File: src/rtl/run_segment_image_moments_defines.svh
// Assertion macros for the run segment image moments block.
// Used by the RTL files that carry concurrent checks; needs clk and arst_n in scope.
`ifndef RUN_SEGMENT_IMAGE_MOMENTS_DEFINES_SVH
`define RUN_SEGMENT_IMAGE_MOMENTS_DEFINES_SVH
`ifndef SYNTHESIS
// ante holds -> cons holds in the same cycle
`define RSIM_ASSERT_IMP(lbl, ante, cons, msg) \
	lbl: assert property (@(posedge clk) disable iff (!arst_n) (ante) |-> (cons)) \
		else $error(msg);
// ante holds -> cons holds in the next cycle
`define RSIM_ASSERT_NXT(lbl, ante, cons, msg) \
	lbl: assert property (@(posedge clk) disable iff (!arst_n) (ante) |=> (cons)) \
		else $error(msg);
`else
`define RSIM_ASSERT_IMP(lbl, ante, cons, msg)
`define RSIM_ASSERT_NXT(lbl, ante, cons, msg)
`endif
`endif

File: src/rtl/rsim_pkg.sv
// Shared types and constants of the run segment image moments block.
// No dependencies; used by the interfaces, the sequencer and the top level.
package rsim_pkg;

	// default coordinate width in bits
	localparam int COORD_BITS_DEF = 10;

	// products issued to the shared multiplier, in sequence order
	typedef enum logic [3:0] {
		OP_NONE,
		OP_Q,      // n times reciprocal of three
		OP_SK,     // sum of k over the segment
		OP_T,      // first two factors of the sum of k squared
		OP_XN,     // column times length
		OP_SK2,    // sum of k squared
		OP_NY,     // length times first row
		OP_NDY,    // length times row offset
		OP_NDX,    // length times column offset
		OP_CROSS,  // column offset times row offset sum
		OP_RV,     // row offset times (row offset sum plus sum of k)
		OP_CV      // column offset times length times column offset
	} mul_op_t;

	// sequencer outputs to the datapath
	typedef struct packed {
		logic    take;  // segment transaction accepted this cycle
		mul_op_t op;    // product issued this cycle
		logic    fin;   // segment done; on a last segment, results/clear applied this cycle
	} ctrl_t;

endpackage

File: src/rtl/rsim_if.sv
// Segment and moment channel interfaces (valid/ready with payload).
// Depends on rsim_pkg for the default coordinate width.
interface rsim_seg_if import rsim_pkg::*; #(parameter int CB = COORD_BITS_DEF) ();
	logic          valid;
	logic          ready;
	logic [CB-1:0] seg_col;
	logic [CB-1:0] seg_row;
	logic [CB:0]   seg_len;
	logic [CB-1:0] centre_col;
	logic [CB-1:0] centre_row;
	logic          last_seg;

	modport source (output valid, seg_col, seg_row, seg_len, centre_col, centre_row,
		last_seg, input ready);
	modport sink (input valid, seg_col, seg_row, seg_len, centre_col, centre_row,
		last_seg, output ready);
endinterface

interface rsim_mom_if import rsim_pkg::*; #(parameter int CB = COORD_BITS_DEF) ();
	logic                 valid;
	logic                 ready;
	logic [2*CB:0]        m00;
	logic [3*CB-1:0]      m10;
	logic [3*CB-1:0]      m01;
	logic [4*CB-1:0]      cm20;
	logic signed [4*CB:0] cm11;
	logic [4*CB-1:0]      cm02;

	modport source (output valid, m00, m10, m01, cm20, cm11, cm02, input ready);
	modport sink (input valid, m00, m10, m01, cm20, cm11, cm02, output ready);
endinterface

File: src/rtl/rsim_mul.sv
// Shared signed multiplier with a registered product.
// No dependencies; instantiated by the top level.
module rsim_mul #(
	parameter int AW = 13,
	parameter int BW = 24
) (
	input  logic                    clk,
	input  logic signed [AW-1:0]    a,
	input  logic signed [BW-1:0]    b,
	output logic signed [AW+BW-1:0] p_q
);

	// one product per cycle, registered
	always_ff @(posedge clk) begin
		p_q <= (AW+BW)'(a) * (AW+BW)'(b);
	end

endmodule

File: src/rtl/rsim_ctrl.sv
// Sequencer: steps the shared multiplier through the products of one segment.
// Depends on rsim_pkg for ctrl_t and mul_op_t.
module rsim_ctrl import rsim_pkg::*; (
	input  logic  clk,
	input  logic  arst_n,
	input  logic  in_valid,
	input  logic  last,
	input  logic  out_busy,
	output logic  ready,
	output ctrl_t ctrl
);

	typedef enum logic [13:0] {
		ST_IDLE = 14'b00000000000001,
		ST_S0   = 14'b00000000000010,
		ST_S1   = 14'b00000000000100,
		ST_S2   = 14'b00000000001000,
		ST_S3   = 14'b00000000010000,
		ST_S4   = 14'b00000000100000,
		ST_S5   = 14'b00000001000000,
		ST_S6   = 14'b00000010000000,
		ST_S7   = 14'b00000100000000,
		ST_S8   = 14'b00001000000000,
		ST_S9   = 14'b00010000000000,
		ST_S10  = 14'b00100000000000,
		ST_S11  = 14'b01000000000000,
		ST_DONE = 14'b10000000000000
	} state_t;

	state_t state_q;
	state_t state_nx;
	logic   can_fin;

	// a last segment waits until the result register is free
	assign can_fin = !last || !out_busy;
	assign ready   = (state_q == ST_IDLE);

	// next state and issued product
	always_comb begin
		state_nx  = state_q;
		ctrl.take = 1'b0;
		ctrl.op   = OP_NONE;
		ctrl.fin  = 1'b0;
		case (state_q)
			ST_IDLE: begin
				if (in_valid) begin
					ctrl.take = 1'b1;
					state_nx  = ST_S0;
				end
			end
			ST_S0: begin
				ctrl.op  = OP_Q;
				state_nx = ST_S1;
			end
			ST_S1: begin
				ctrl.op  = OP_SK;
				state_nx = ST_S2;
			end
			ST_S2: begin
				ctrl.op  = OP_T;
				state_nx = ST_S3;
			end
			ST_S3: begin
				ctrl.op  = OP_XN;
				state_nx = ST_S4;
			end
			ST_S4: begin
				ctrl.op  = OP_SK2;
				state_nx = ST_S5;
			end
			ST_S5: begin
				ctrl.op  = OP_NY;
				state_nx = ST_S6;
			end
			ST_S6: begin
				ctrl.op  = OP_NDY;
				state_nx = ST_S7;
			end
			ST_S7: begin
				ctrl.op  = OP_NDX;
				state_nx = ST_S8;
			end
			ST_S8: begin
				ctrl.op  = OP_CROSS;
				state_nx = ST_S9;
			end
			ST_S9: begin
				ctrl.op  = OP_RV;
				state_nx = ST_S10;
			end
			ST_S10: begin
				ctrl.op  = OP_CV;
				state_nx = ST_S11;
			end
			ST_S11: begin
				state_nx = ST_DONE;
			end
			ST_DONE: begin
				if (can_fin) begin
					ctrl.fin = 1'b1;
					state_nx = ST_IDLE;
				end
			end
			default: begin
				state_nx = ST_IDLE;
			end
		endcase
	end

	always_ff @(posedge clk or negedge arst_n) begin
		if (!arst_n) begin
			state_q <= ST_IDLE;
		end else begin
			state_q <= state_nx;
		end
	end

endmodule

File: src/rtl/run_segment_image_moments.sv
// Image moments from vertical run segments. One segment transaction is accepted, then
// the block is busy: a sequencer feeds one shared multiplier eleven products per
// segment (sum-of-k and sum-of-k-squared factors, then the raw and central moment
// terms), and the next segment can be taken only after the sequencer returns to idle.
// On a segment flagged last, the six totals land in the output register at the end of
// the sequence and the accumulators clear; if an earlier result is still waiting, that
// last segment holds until it is taken. The next region can stream in while a result
// waits. Accumulators wrap at their widths, outputs are their low bits.
// Depends on rsim_pkg, rsim_if, rsim_mul, rsim_ctrl and the assertion macro header.
`include "run_segment_image_moments_defines.svh"
module run_segment_image_moments import rsim_pkg::*; #(
	parameter int COORD_BITS = COORD_BITS_DEF
) (
	input logic        clk,
	input logic        arst_n,
	rsim_seg_if.sink   seg,
	rsim_mom_if.source mom
);

	localparam int C  = COORD_BITS;
	localparam int AW = C + 3;          // multiplier A operand
	localparam int BW = 2*C + 4;        // multiplier B operand
	localparam int PW = AW + BW;        // product
	localparam int K  = 4*C + 2;        // widest accumulator
	localparam int QS = C + 3;          // reciprocal shift
	localparam logic [BW-1:0] RECIP = BW'(((64'd1 << QS) + 64'd2) / 64'd3);

	ctrl_t ctl;
	logic  out_busy;

	// segment registers
	logic [C-1:0]      x_q;
	logic [C-1:0]      y_q;
	logic [C:0]        n_q;
	logic signed [C:0] dx_q;
	logic signed [C:0] dy_q;
	logic              last_q;

	// intermediates
	logic [C:0]           q_q;
	logic [1:0]           r_q;
	logic [BW-1:0]        sk_q;
	logic signed [BW-1:0] t_q;
	logic signed [BW-1:0] ro_q;
	logic signed [BW-1:0] rs_q;
	logic signed [BW-1:0] ndx_q;
	mul_op_t              op_s1;

	// accumulators
	logic [2*C:0]   acc_area;
	logic [3*C:0]   acc_col_sum;
	logic [3*C:0]   acc_row_sum;
	logic [4*C:0]   acc_col_var;
	logic [K-1:0]   acc_cross;
	logic [4*C:0]   acc_row_var;

	// result register
	logic                out_valid_q;
	logic [2*C:0]        m00_q;
	logic [3*C-1:0]      m10_q;
	logic [3*C-1:0]      m01_q;
	logic [4*C-1:0]      cm20_q;
	logic signed [4*C:0] cm11_q;
	logic [4*C-1:0]      cm02_q;

	// multiplier operands and factors
	logic signed [AW-1:0] a_op;
	logic signed [BW-1:0] b_op;
	logic signed [PW-1:0] p_q;
	logic [K-1:0]         p_ext;
	logic [C:0]           q_new;
	logic [C:0]           n_m1;
	logic [C:0]           su;
	logic [C:0]           sv;
	logic [C:0]           uu;
	logic [C:0]           vv;
	logic [C+1:0]         ww;

	assign out_busy = out_valid_q && !mom.ready;

	rsim_ctrl u_ctrl (
		.clk      (clk),
		.arst_n   (arst_n),
		.in_valid (seg.valid),
		.last     (last_q),
		.out_busy (out_busy),
		.ready    (seg.ready),
		.ctrl     (ctl)
	);

	rsim_mul #(.AW(AW), .BW(BW)) u_mul (
		.clk (clk),
		.a   (a_op),
		.b   (b_op),
		.p_q (p_q)
	);

	// factors of sum(k) and sum(k^2): divide out 2 and 3 before multiplying
	always_comb begin
		n_m1 = n_q - 1'b1;
		if (n_q[0]) begin
			su = n_m1 >> 1;
			sv = n_q;
		end else begin
			su = n_m1;
			sv = n_q >> 1;
		end
		uu = (r_q == 2'd1) ? q_q : n_m1;
		vv = (r_q == 2'd0) ? q_q : n_q;
		if (n_q[0]) begin
			uu = uu >> 1;
		end else begin
			vv = vv >> 1;
		end
		ww = (r_q == 2'd2) ? {q_q, 1'b1} : ({n_q, 1'b0} - 1'b1);
	end

	// operand select for the shared multiplier
	always_comb begin
		a_op = '0;
		b_op = '0;
		case (ctl.op)
			OP_Q: begin
				a_op = AW'(n_q);
				b_op = RECIP;
			end
			OP_SK: begin
				a_op = AW'(su);
				b_op = BW'(sv);
			end
			OP_T: begin
				a_op = AW'(uu);
				b_op = BW'(vv);
			end
			OP_XN: begin
				a_op = AW'(x_q);
				b_op = BW'(n_q);
			end
			OP_SK2: begin
				a_op = AW'(ww);
				b_op = t_q;
			end
			OP_NY: begin
				a_op = AW'(y_q);
				b_op = BW'(n_q);
			end
			OP_NDY: begin
				a_op = AW'(dy_q);
				b_op = BW'(n_q);
			end
			OP_NDX: begin
				a_op = AW'(dx_q);
				b_op = BW'(n_q);
			end
			OP_CROSS: begin
				a_op = AW'(dx_q);
				b_op = ro_q;
			end
			OP_RV: begin
				a_op = AW'(dy_q);
				b_op = rs_q;
			end
			OP_CV: begin
				a_op = AW'(dx_q);
				b_op = ndx_q;
			end
			default: begin
				a_op = '0;
				b_op = '0;
			end
		endcase
	end

	assign p_ext = K'(p_q);
	assign q_new = p_q[QS +: C+1];

	// segment capture and intermediate products
	always_ff @(posedge clk) begin
		if (ctl.take) begin
			x_q  <= seg.seg_col;
			y_q  <= seg.seg_row;
			n_q  <= seg.seg_len;
			dx_q <= signed'({1'b0, seg.seg_col}) - signed'({1'b0, seg.centre_col});
			dy_q <= signed'({1'b0, seg.seg_row}) - signed'({1'b0, seg.centre_row});
		end
		case (op_s1)
			OP_Q: begin
				q_q <= q_new;
				r_q <= 2'(n_q - (q_new + (q_new << 1)));
			end
			OP_SK: begin
				sk_q <= p_q[BW-1:0];
			end
			OP_T: begin
				t_q <= p_q[BW-1:0];
			end
			OP_NDY: begin
				ro_q <= p_q[BW-1:0] + sk_q;
			end
			OP_NDX: begin
				ndx_q <= p_q[BW-1:0];
				rs_q  <= ro_q + sk_q;
			end
			default: begin
			end
		endcase
		if (ctl.fin && last_q) begin
			m00_q  <= acc_area;
			m10_q  <= acc_col_sum[3*C-1:0];
			m01_q  <= acc_row_sum[3*C-1:0];
			cm20_q <= acc_col_var[4*C-1:0];
			cm11_q <= acc_cross[4*C:0];
			cm02_q <= acc_row_var[4*C-1:0];
		end
	end

	// accumulators, last flag, issued-op pipe and result valid
	always_ff @(posedge clk or negedge arst_n) begin
		if (!arst_n) begin
			op_s1       <= OP_NONE;
			last_q      <= 1'b0;
			out_valid_q <= 1'b0;
			acc_area    <= '0;
			acc_col_sum <= '0;
			acc_row_sum <= '0;
			acc_col_var <= '0;
			acc_cross   <= '0;
			acc_row_var <= '0;
		end else begin
			op_s1 <= ctl.op;
			if (ctl.take) begin
				last_q   <= seg.last_seg;
				acc_area <= acc_area + (2*C+1)'(seg.seg_len);
			end
			case (op_s1)
				OP_SK:    acc_row_sum <= acc_row_sum + (3*C+1)'(p_q[BW-1:0]);
				OP_XN:    acc_col_sum <= acc_col_sum + p_ext[3*C:0];
				OP_NY:    acc_row_sum <= acc_row_sum + p_ext[3*C:0];
				OP_SK2:   acc_row_var <= acc_row_var + p_ext[4*C:0];
				OP_RV:    acc_row_var <= acc_row_var + p_ext[4*C:0];
				OP_CROSS: acc_cross   <= acc_cross + p_ext;
				OP_CV:    acc_col_var <= acc_col_var + p_ext[4*C:0];
				default: begin
				end
			endcase
			if (ctl.fin && last_q) begin
				out_valid_q <= 1'b1;
				acc_area    <= '0;
				acc_col_sum <= '0;
				acc_row_sum <= '0;
				acc_col_var <= '0;
				acc_cross   <= '0;
				acc_row_var <= '0;
			end else if (mom.ready) begin
				out_valid_q <= 1'b0;
			end
		end
	end

	assign mom.valid = out_valid_q;
	assign mom.m00   = m00_q;
	assign mom.m10   = m10_q;
	assign mom.m01   = m01_q;
	assign mom.cm20  = cm20_q;
	assign mom.cm11  = cm11_q;
	assign mom.cm02  = cm02_q;

	// checks
	`RSIM_ASSERT_NXT(a_busy_after_take, seg.valid && seg.ready, !seg.ready, "segment taken while busy")
	`RSIM_ASSERT_IMP(a_no_overrun, ctl.fin && last_q, !out_busy, "pending result overwritten")
	`RSIM_ASSERT_NXT(a_clear_after_last, ctl.fin && last_q, acc_area == '0 && acc_cross == '0, "accumulators not cleared")
	`RSIM_ASSERT_IMP(a_div3, op_s1 == OP_T, n_q == q_q + (q_q << 1) + (C+1)'(r_q) && r_q != 2'd3, "length split by three is wrong")

endmodule

File: src/flat_wrapper.sv
// flat-port wrapper written by rule: the top's interface ports become plain ports
module run_segment_image_moments_flat import rsim_pkg::*;
#(
	parameter int COORD_BITS = COORD_BITS_DEF
)
  (clk, arst_n, seg_valid, seg_seg_col, seg_seg_row, seg_seg_len, seg_centre_col, seg_centre_row, seg_last_seg, seg_ready, mom_valid, mom_m00, mom_m10, mom_m01, mom_cm20, mom_cm11, mom_cm02, mom_ready);
  rsim_seg_if #(.CB((COORD_BITS_DEF))) seg_i ();
  rsim_mom_if #(.CB((COORD_BITS_DEF))) mom_i ();
  input logic clk;
  input logic arst_n;
  input wire logic [$bits(seg_i.valid)-1:0] seg_valid;
  input wire logic [$bits(seg_i.seg_col)-1:0] seg_seg_col;
  input wire logic [$bits(seg_i.seg_row)-1:0] seg_seg_row;
  input wire logic [$bits(seg_i.seg_len)-1:0] seg_seg_len;
  input wire logic [$bits(seg_i.centre_col)-1:0] seg_centre_col;
  input wire logic [$bits(seg_i.centre_row)-1:0] seg_centre_row;
  input wire logic [$bits(seg_i.last_seg)-1:0] seg_last_seg;
  output wire logic [$bits(seg_i.ready)-1:0] seg_ready;
  output wire logic [$bits(mom_i.valid)-1:0] mom_valid;
  output wire logic [$bits(mom_i.m00)-1:0] mom_m00;
  output wire logic [$bits(mom_i.m10)-1:0] mom_m10;
  output wire logic [$bits(mom_i.m01)-1:0] mom_m01;
  output wire logic [$bits(mom_i.cm20)-1:0] mom_cm20;
  output wire logic [$bits(mom_i.cm11)-1:0] mom_cm11;
  output wire logic [$bits(mom_i.cm02)-1:0] mom_cm02;
  input wire logic [$bits(mom_i.ready)-1:0] mom_ready;
  assign seg_i.valid = seg_valid;
  assign seg_i.seg_col = seg_seg_col;
  assign seg_i.seg_row = seg_seg_row;
  assign seg_i.seg_len = seg_seg_len;
  assign seg_i.centre_col = seg_centre_col;
  assign seg_i.centre_row = seg_centre_row;
  assign seg_i.last_seg = seg_last_seg;
  assign seg_ready = seg_i.ready;
  assign mom_valid = mom_i.valid;
  assign mom_m00 = mom_i.m00;
  assign mom_m10 = mom_i.m10;
  assign mom_m01 = mom_i.m01;
  assign mom_cm20 = mom_i.cm20;
  assign mom_cm11 = mom_i.cm11;
  assign mom_cm02 = mom_i.cm02;
  assign mom_i.ready = mom_ready;
  run_segment_image_moments #(.COORD_BITS(COORD_BITS)) u_core (.clk(clk), .arst_n(arst_n), .seg(seg_i), .mom(mom_i));
endmodule
File: config.mk
export PLATFORM = sky130hd
export DESIGN_NAME = run_segment_image_moments_flat
export DESIGN_NICKNAME = d
export VERILOG_FILES = /design/src/rtl/rsim_pkg.sv /design/src/rtl/rsim_if.sv /design/src/rtl/rsim_mul.sv /design/src/rtl/rsim_ctrl.sv /design/src/rtl/run_segment_image_moments.sv /design/src/flat_wrapper.sv
export VERILOG_INCLUDE_DIRS = /design/src /design/src/rtl
export SDC_FILE = /design/constraint.sdc
export NUM_CORES = 2
export LEC_CHECK = 0
export BUFFER_PORTS_ARGS = -buffer_cell sky130_fd_sc_hd__buf_2
export CAP_MARGIN = 0
export CORE_MARGIN = 3
export CORE_UTILIZATION = 40
export DETAILED_ROUTE_END_ITERATION = 16
export MAX_ROUTING_LAYER = met4
export REMOVE_ABC_BUFFERS = 1
export SLEW_MARGIN = 20
export SYNTH_ARGS = -nofsm -noshare
export SYNTH_HDL_FRONTEND = slang
export SYNTH_SLANG_ARGS = --single-unit
File: constraint.sdc
create_clock -name clk -period 8.3 [get_ports clk]
set_input_delay 1.66 -clock clk [delete_from_list [all_inputs] [get_ports clk]]
set_output_delay 1.66 -clock clk [all_outputs]
set_load 0.01 [all_outputs]
* After elaboration in Yosys (flattened, before gate mapping)
Index checks and enable logic that the tools add are counted.
Storage, ports and cells: flip-flop bits (word level) 652, bits in latches 0, memory bits (writable) 0, memory bits (read-only) 0, input bits 56, output and inout bits 204, memories 0
Operators by class: add/sub/neg operators 15, $mul 1, div/mod/pow operators 0, $lt $le $gt $ge 0, eq/ne operators 40, shift operators 0, multiplexer cells 31, bitwise logic cells 0, reductions and logical operators 19
Operators with widths (count):
- 14-bit one-hot mux with 14 select lines | 1
- 24-bit one-hot mux with 8 select lines | 1
- 41-bit 2-to-1 mux | 4
- 13-bit one-hot mux with 8 select lines | 1
- 31-bit 2-to-1 mux | 3
- 42-bit 2-to-1 mux | 2
- 41-bit adder | 2
- 11-bit 2-to-1 mux | 6
- 31-bit adder | 2
- 31-bit one-hot mux with 2 select lines | 1
- 24-bit adder | 2
- 4-bit one-hot mux with 11 select lines | 1
- 42-bit adder | 1
- 21-bit 2-to-1 mux | 2
- 13-bit by 24-bit multiplier with 37-bit output | 1
- 4-bit by 3-bit equality test with 1-bit output, second input constant | 8
- 4-bit equality test, second input constant | 8
- 31-bit by 24-bit adder with 31-bit output | 1
- 14-bit 2-to-1 mux | 2
- 10-bit by 10-bit subtractor with 11-bit output | 2
- 21-bit by 11-bit adder with 21-bit output | 1
- 4-bit by 2-bit equality test with 1-bit output, second input constant | 4
- 14-bit by 1-bit equality test with 1-bit output, second input constant | 1
- 14-bit by 10-bit equality test with 1-bit output, second input constant | 1
- other kinds (32) | 48

* Depth between registers and ports, before layout
depth in word-level cells 8, depth in mapped cells 39, depth with buffers taken out 35

* By module
Synthesis repeated with hierarchy kept, for this count alone.
Unflattened totals: cell total of the unflattened synthesis 4679, area total of the unflattened synthesis 46693.5 um^2
By module, submodules not included:
- run_segment_image_moments | times used 1, cells each 3346, area an instance 34360.5 um^2, seq. area each 16856.2 um^2
- rsim_mul | times used 1, cells each 1241, area an instance 11491.0 um^2, seq. area each 740.7 um^2
- rsim_ctrl | times used 1, cells each 92, area an instance 842.1 um^2, seq. area each 351.6 um^2

* Worst setup path before layout
OpenSTA, ideal clock, no wires.
kind input to register, start input mom_ready, end register u_core.cm02_q[0], in the netlist u_core.mom.cm02[0], enable pin, library setup time 645 ps, arrival time 7975 ps, data required time 7655 ps, slack -320 ps, stages on the path 5, buffers on the path 2, path through nand2b_1 -> nand2_1 -> inv_1 -> clkbuf_1 -> clkbuf_1
Between the ends: word-level cells in the longest chain between the ends 7
RTL lines:
- start: declaration | RTL line flat_wrapper.sv:26 | input wire logic [$bits(mom_i.ready)-1:0] mom_ready;
- 1-bit zero test | RTL line run_segment_image_moments.sv:79 | assign out_busy = out_valid_q && !mom.ready;
- 1-bit logical AND | RTL line run_segment_image_moments.sv:79
- 1-bit zero test | RTL line rsim_ctrl.sv:35 | assign can_fin = !last || !out_busy;
- 1-bit logical OR | RTL line rsim_ctrl.sv:35
- 1-bit 2-to-1 mux | RTL line rsim_ctrl.sv:99 | if (can_fin) begin
- 1-bit 2-to-1 mux | RTL line rsim_ctrl.sv:44 | case (state_q)
- 1-bit logical AND | RTL line run_segment_image_moments.sv:207 | if (ctl.fin && last_q) begin
- end signal: assignment | RTL line run_segment_image_moments.sv:213 | cm02_q <= acc_row_var[4*C-1:0];
- end: declaration | RTL line run_segment_image_moments.sv:64 | logic [4*C-1:0] cm02_q;
No other way between the ends. A chain may end at the register's enable or synchronous reset.

* Final worst setup path
start register u_core.u_ctrl.state_q[0], end register u_core.u_mul.p_q[34]
Between the ends: word-level cells in the longest chain between the ends 6, elaborated cells on any way between the ends 29, classes of those cells 1 x mul; 22 x eq/ne; 3 x mux; 3 x reduce/logical
RTL lines:
- start: declaration | RTL line rsim_ctrl.sv:30 | state_t state_q;
- start signal: assignment | RTL line rsim_ctrl.sv:114 | state_q <= state_nx;
- 14-bit by 12-bit equality test with 1-bit output (tied with other cells) | RTL line rsim_ctrl.sv:44
- 4-bit one-hot mux with 11 select lines (*) | RTL line rsim_ctrl.sv:44
- 4-bit by 3-bit equality test with 1-bit output / 4-bit equality test (equally long branches) | RTL line run_segment_image_moments.sv:122 | case (ctl.op)
- 4-bit OR reduction (no line) (tied with other cells)
- 24-bit one-hot mux with 8 select lines / 13-bit one-hot mux with 8 select lines (equally long branches) | RTL line run_segment_image_moments.sv:122
- 13-bit by 24-bit multiplier with 37-bit output (*) | RTL line rsim_mul.sv:15 | p_q <= (AW+BW)'(a) * (AW+BW)'(b);
- end signal: assignment | RTL line rsim_mul.sv:15
- end: declaration | RTL line rsim_mul.sv:10 | output logic signed [AW+BW-1:0] p_q
Every way passes the cells marked *; elsewhere a longest branch is shown, timed or not.

==> flow_metrics.py <==
metrics = {
    "status": {
        "status": "completed",
    },
    "floorplan": {
        "io_pins": 260,
        "placement_rows": 123,
        "core-area_um2": 113000,
        "floorplan.die.height_um": 344,
        "initial_utilization": 0.404,
        "chipWidth_um": 344,
        "die_area_um2": 118000,
    },
    "final_layout": {
        "stdcell_count": 6517,
        "final_util": 0.471,
        "nNetsFinal": 5649,
        "drive_gt1_frac": 0.148,
        "fillerInstances": 10646,
        "syn_to_final_growth_pct": 16.4,
    },
    "setup_path": {
        "cp-start-kind": "flop",
        "crit_required_ns": 8.85,
        "critPathArrivalTime_ns": 8.67,
        "worst_path_dominant_cell_family": "adder cells",
        "slowest_stage": "or4b_4",
        "crit_fanout": 7,
        "crit_path_frequent_cell": "fa_1",
        "crit_buf_inv": 6,
        "endpoint_kind": "flop",
        "slowest_delay_ns": 0.58,
        "worstSetupPathType": "flop to flop",
    },
    "detailed_routing": {
        "finalWirelength_mm": 133,
        "drt_iter0_drc": 2490,
        "via_per_inst": 5.40,
        "vias": 35169,
        "wl_per_cell_um": 20.4,
        "drc": 0,
        "ant_nets": 0,
        "first_pass_iters": 8,
    },
    "yosys": {
        "synth_edf_count": 388,
        "yosysTopAreaCellShare": 0.255,
        "synthTopCellsByCount": "nand2_1, edfxtp_1, inv_1",
        "ys_seq_area_frac": 0.393,
        "syn_avg_cell_area_um2": 10.1,
        "syn_area_um2": 45700,
        "synthDistinctLibCells": 86,
        "ys_ff_latch": 647,
        "synth_cells": 4517,
        "synth_top_cell_by_area": "edfxtp_1",
        "netlist_top_cells_area": "edfxtp_1, fa_1, dfrtp_1",
        "synth.most_common_cell": "nand2_1",
        "async_flop_share": 0.343,
        "synthFlopType": "edfxtp_1",
        "ys_warn_count": 0,
    },
    "power_and_ir_drop": {
        "p_sw_mw": 4.38,
        "seq_power_share": 0.352,
        "comb_power_share": 0.372,
        "total_power_mw": 12.1,
        "p_per_area_nw_per_um2": 227,
        "p_leak_nw": 23.7,
        "ir_worst_vdd_uv": 175,
        "p_int_mw": 7.68,
        "p_clk_frac": 0.276,
        "swShare": 0.363,
    },
    "global_route": {
        "grt_usage": 0.231,
        "grt.met2_usage": 0.358,
        "first_global_vias": 34747,
        "gr-total-overflow": 0,
        "grt_pass1_wl_mm": 204,
        "grt.met1_usage": 0.317,
        "grt_most_used_layer": "met2",
        "grt_max_degree": 133,
        "antenna_found_initial": 2,
        "grt_util_met3": 0.0369,
    },
    "placed_design": {
        "port_buffers": 259,
        "gp_congestion": 0.933,
        "dpl.hpwl_mm": 99.9,
        "pre_cts_ws_ns": -0.358,
        "dp_cells": 6365,
    },
    "sta": {
        "tns_ns": 0,
        "min_period_ns": 8.12,
        "worstMarginPinSlew_ns": 1.06,
        "fin_skew_ns": 0.0308,
        "setup-violations-final": 0,
        "hold_viol_final": 0,
        "fin_ws_ns": 0.175,
        "slew_violations": 0,
        "rsz0062_at_grt": "yes",
        "post-route-period-util": 0.979,
        "relSlewSlack": 0.295,
        "fmax_mhz": 123,
    },
    "clock_tree": {
        "cts_buffers": 75,
        "clk_latency_ns": 0.65,
        "clock-sinks": 647,
        "clk_pin_slew_ns": 0.06,
        "cts_tree": "done",
        "cts_root_buffer": "clkbuf_16",
        "clockBufferDepth": 3,
        "cts_hold_buffers": 0,
        "htree_levels": 3,
    },
    "flow_run": {
        "maxCapViolations": 0,
    },
    "hold_path": {
        "hold_class": "flop to flop",
    },
}
[metal layers]
| metal | vias to the layer above | wire length [um] |
|---|---|---|
| met1 | 17292 | 60200 |
| met5 | - | 0 |
| li1 | 16695 | - |
| met3 | 181 | 8500 |
| met2 | 1001 | 60900 |
| met4 | 0 | 3490 |
[state kept, by name, indices dropped and copies added (netlist names), 14 cells and up]
signal and flops:
u_core.ndx_q 24, u_core.acc_row_var 40, u_core.u_ctrl.state_q 14, u_core.u_mul.p_q 37, u_core.mom.m00 21, u_core.mom.m01 30
u_core.mom.cm11 41, u_core.t_q 24, u_core.acc_col_var 40, u_core.mom.m10 30, u_core.acc_area 21, u_core.mom.cm02 40
u_core.acc_col_sum 30, u_core.sk_q 24, u_core.acc_cross 41, u_core.acc_row_sum 30, u_core.mom.cm20 40, u_core.rs_q 24
u_core.ro_q 24
[cells in the final DEF (no fill, tap or decap), types with 20 or more instances in the layout]
cell type | synthesis | routed
inv_1 | 387 | 383
buf_2 | 18 | 259
buf_4 | 0 | 246
xor2_1 | 95 | 95
clkbuf_16 | 0 | 78
o21a_1 | 39 | 37
a31oi_1 | 31 | 28
nand4_1 | 22 | 22
ha_1 | 345 | 340
o21bai_1 | 28 | 28
nand2b_1 | 63 | 62
nor2_1 | 275 | 268
xnor2_1 | 158 | 158
nor3_1 | 60 | 54
nand3_1 | 94 | 93
a221oi_1 | 24 | 22
edfxtp_1 | 388 | 388
or3_1 | 20 | 20
and3_1 | 41 | 41
a211oi_1 | 38 | 37
nand2_1 | 583 | 581
fa_1 | 294 | 289
and2_1 | 64 | 64
dfxtp_1 | 37 | 37
a21o_1 | 137 | 136
nor2b_1 | 46 | 46
a21oi_1 | 376 | 364
dfrtp_1 | 221 | 221
o21ai_0 | 205 | 199
a221o_1 | 21 | 20
[final timing paths]
path	slack (ns)	depth (start not counted)	end	startpoint
worst min register to register	0.47	0	u_core.mom.m10[27]	u_core.acc_col_sum[27]
min in group asynchronous	1.05	1	u_core.acc_col_var[39]	arst_n
worst max register to register	0.18	32	u_core.u_mul.p_q[34]	u_core.u_ctrl.state_q[0]
worst max-delay path	0.18	32	u_core.u_mul.p_q[34]	u_core.u_ctrl.state_q[0]
max in group asynchronous	5.85	2	u_core.u_ctrl.state_q[9]	arst_n
worst min-delay path	0.47	0	u_core.mom.m10[27]	u_core.acc_col_sum[27]
[per-stage QoR]
stage                     cell area [um2]  hold WS (ns)
after CTS                           52800         0.464
final                               53200         0.469
after floorplan                     45000         0.434
after detailed placement            50200         0.455
after global routing                53200         0.481
after global placement              50200         0.444
[timing repair]
action / CTS / global route
gates resized for setup: 23 / 52
buffers inserted: 2 / 8
pin swaps: 14 / 41
endpoints found under the setup margin: 13 / 18
[cell type report]
type,instances,area (um2),area share
Inverter,388,1470,0.0277
Clock buffer,102,2130,0.0401
Sequential cell,647,17900,0.338
Clock inverter,37,357,0.00671
Multi-Input combinational cell,3322,26000,0.489
Antenna cell,1,2.50,0.0000471
Tap cell,1500,1880,0.0353
Timing Repair Buffer,520,3380,0.0636
[worst register-to-register path, delay by kind of cell, from the launching register on]
| kind | cells | cell delay, ns |
|---|---|---|
| AO/OA/AOI/OAI | 9 | 1.87 |
| XOR/XNOR | 1 | 0.13 |
| adder cells (fa/ha/maj) | 7 | 3.24 |
| buffers and inverters | 6 | 0.50 |
| flip-flops | 1 | 0.55 |
| AND/OR/NAND/NOR | 9 | 1.74 |
[logic make-up after synthesis]
| family | synth area share |
|---|---|
| buffers and inverters | 0.0458 |
| muxes | 0.00589 |
| xor gates and xnor gates | 0.0485 |
| AOI/OAI and AO/OA | 0.146 |
| DFF | 0.393 |
| and+or+nand+nor | 0.137 |
| adders and majority gates | 0.223 |
[power groups by stage]
stage	logic [mW]	clock network, mW	registers [mW]
after global routing	4.97	3.54	4.26
after detailed placement	4.37	0	4.29
final	4.48	3.33	4.24
after CTS	4.42	3.42	4.23
after global placement	4.35	0	4.29
after floorplan	3.15	0	4.10
(Power assumes the default switching activity.)
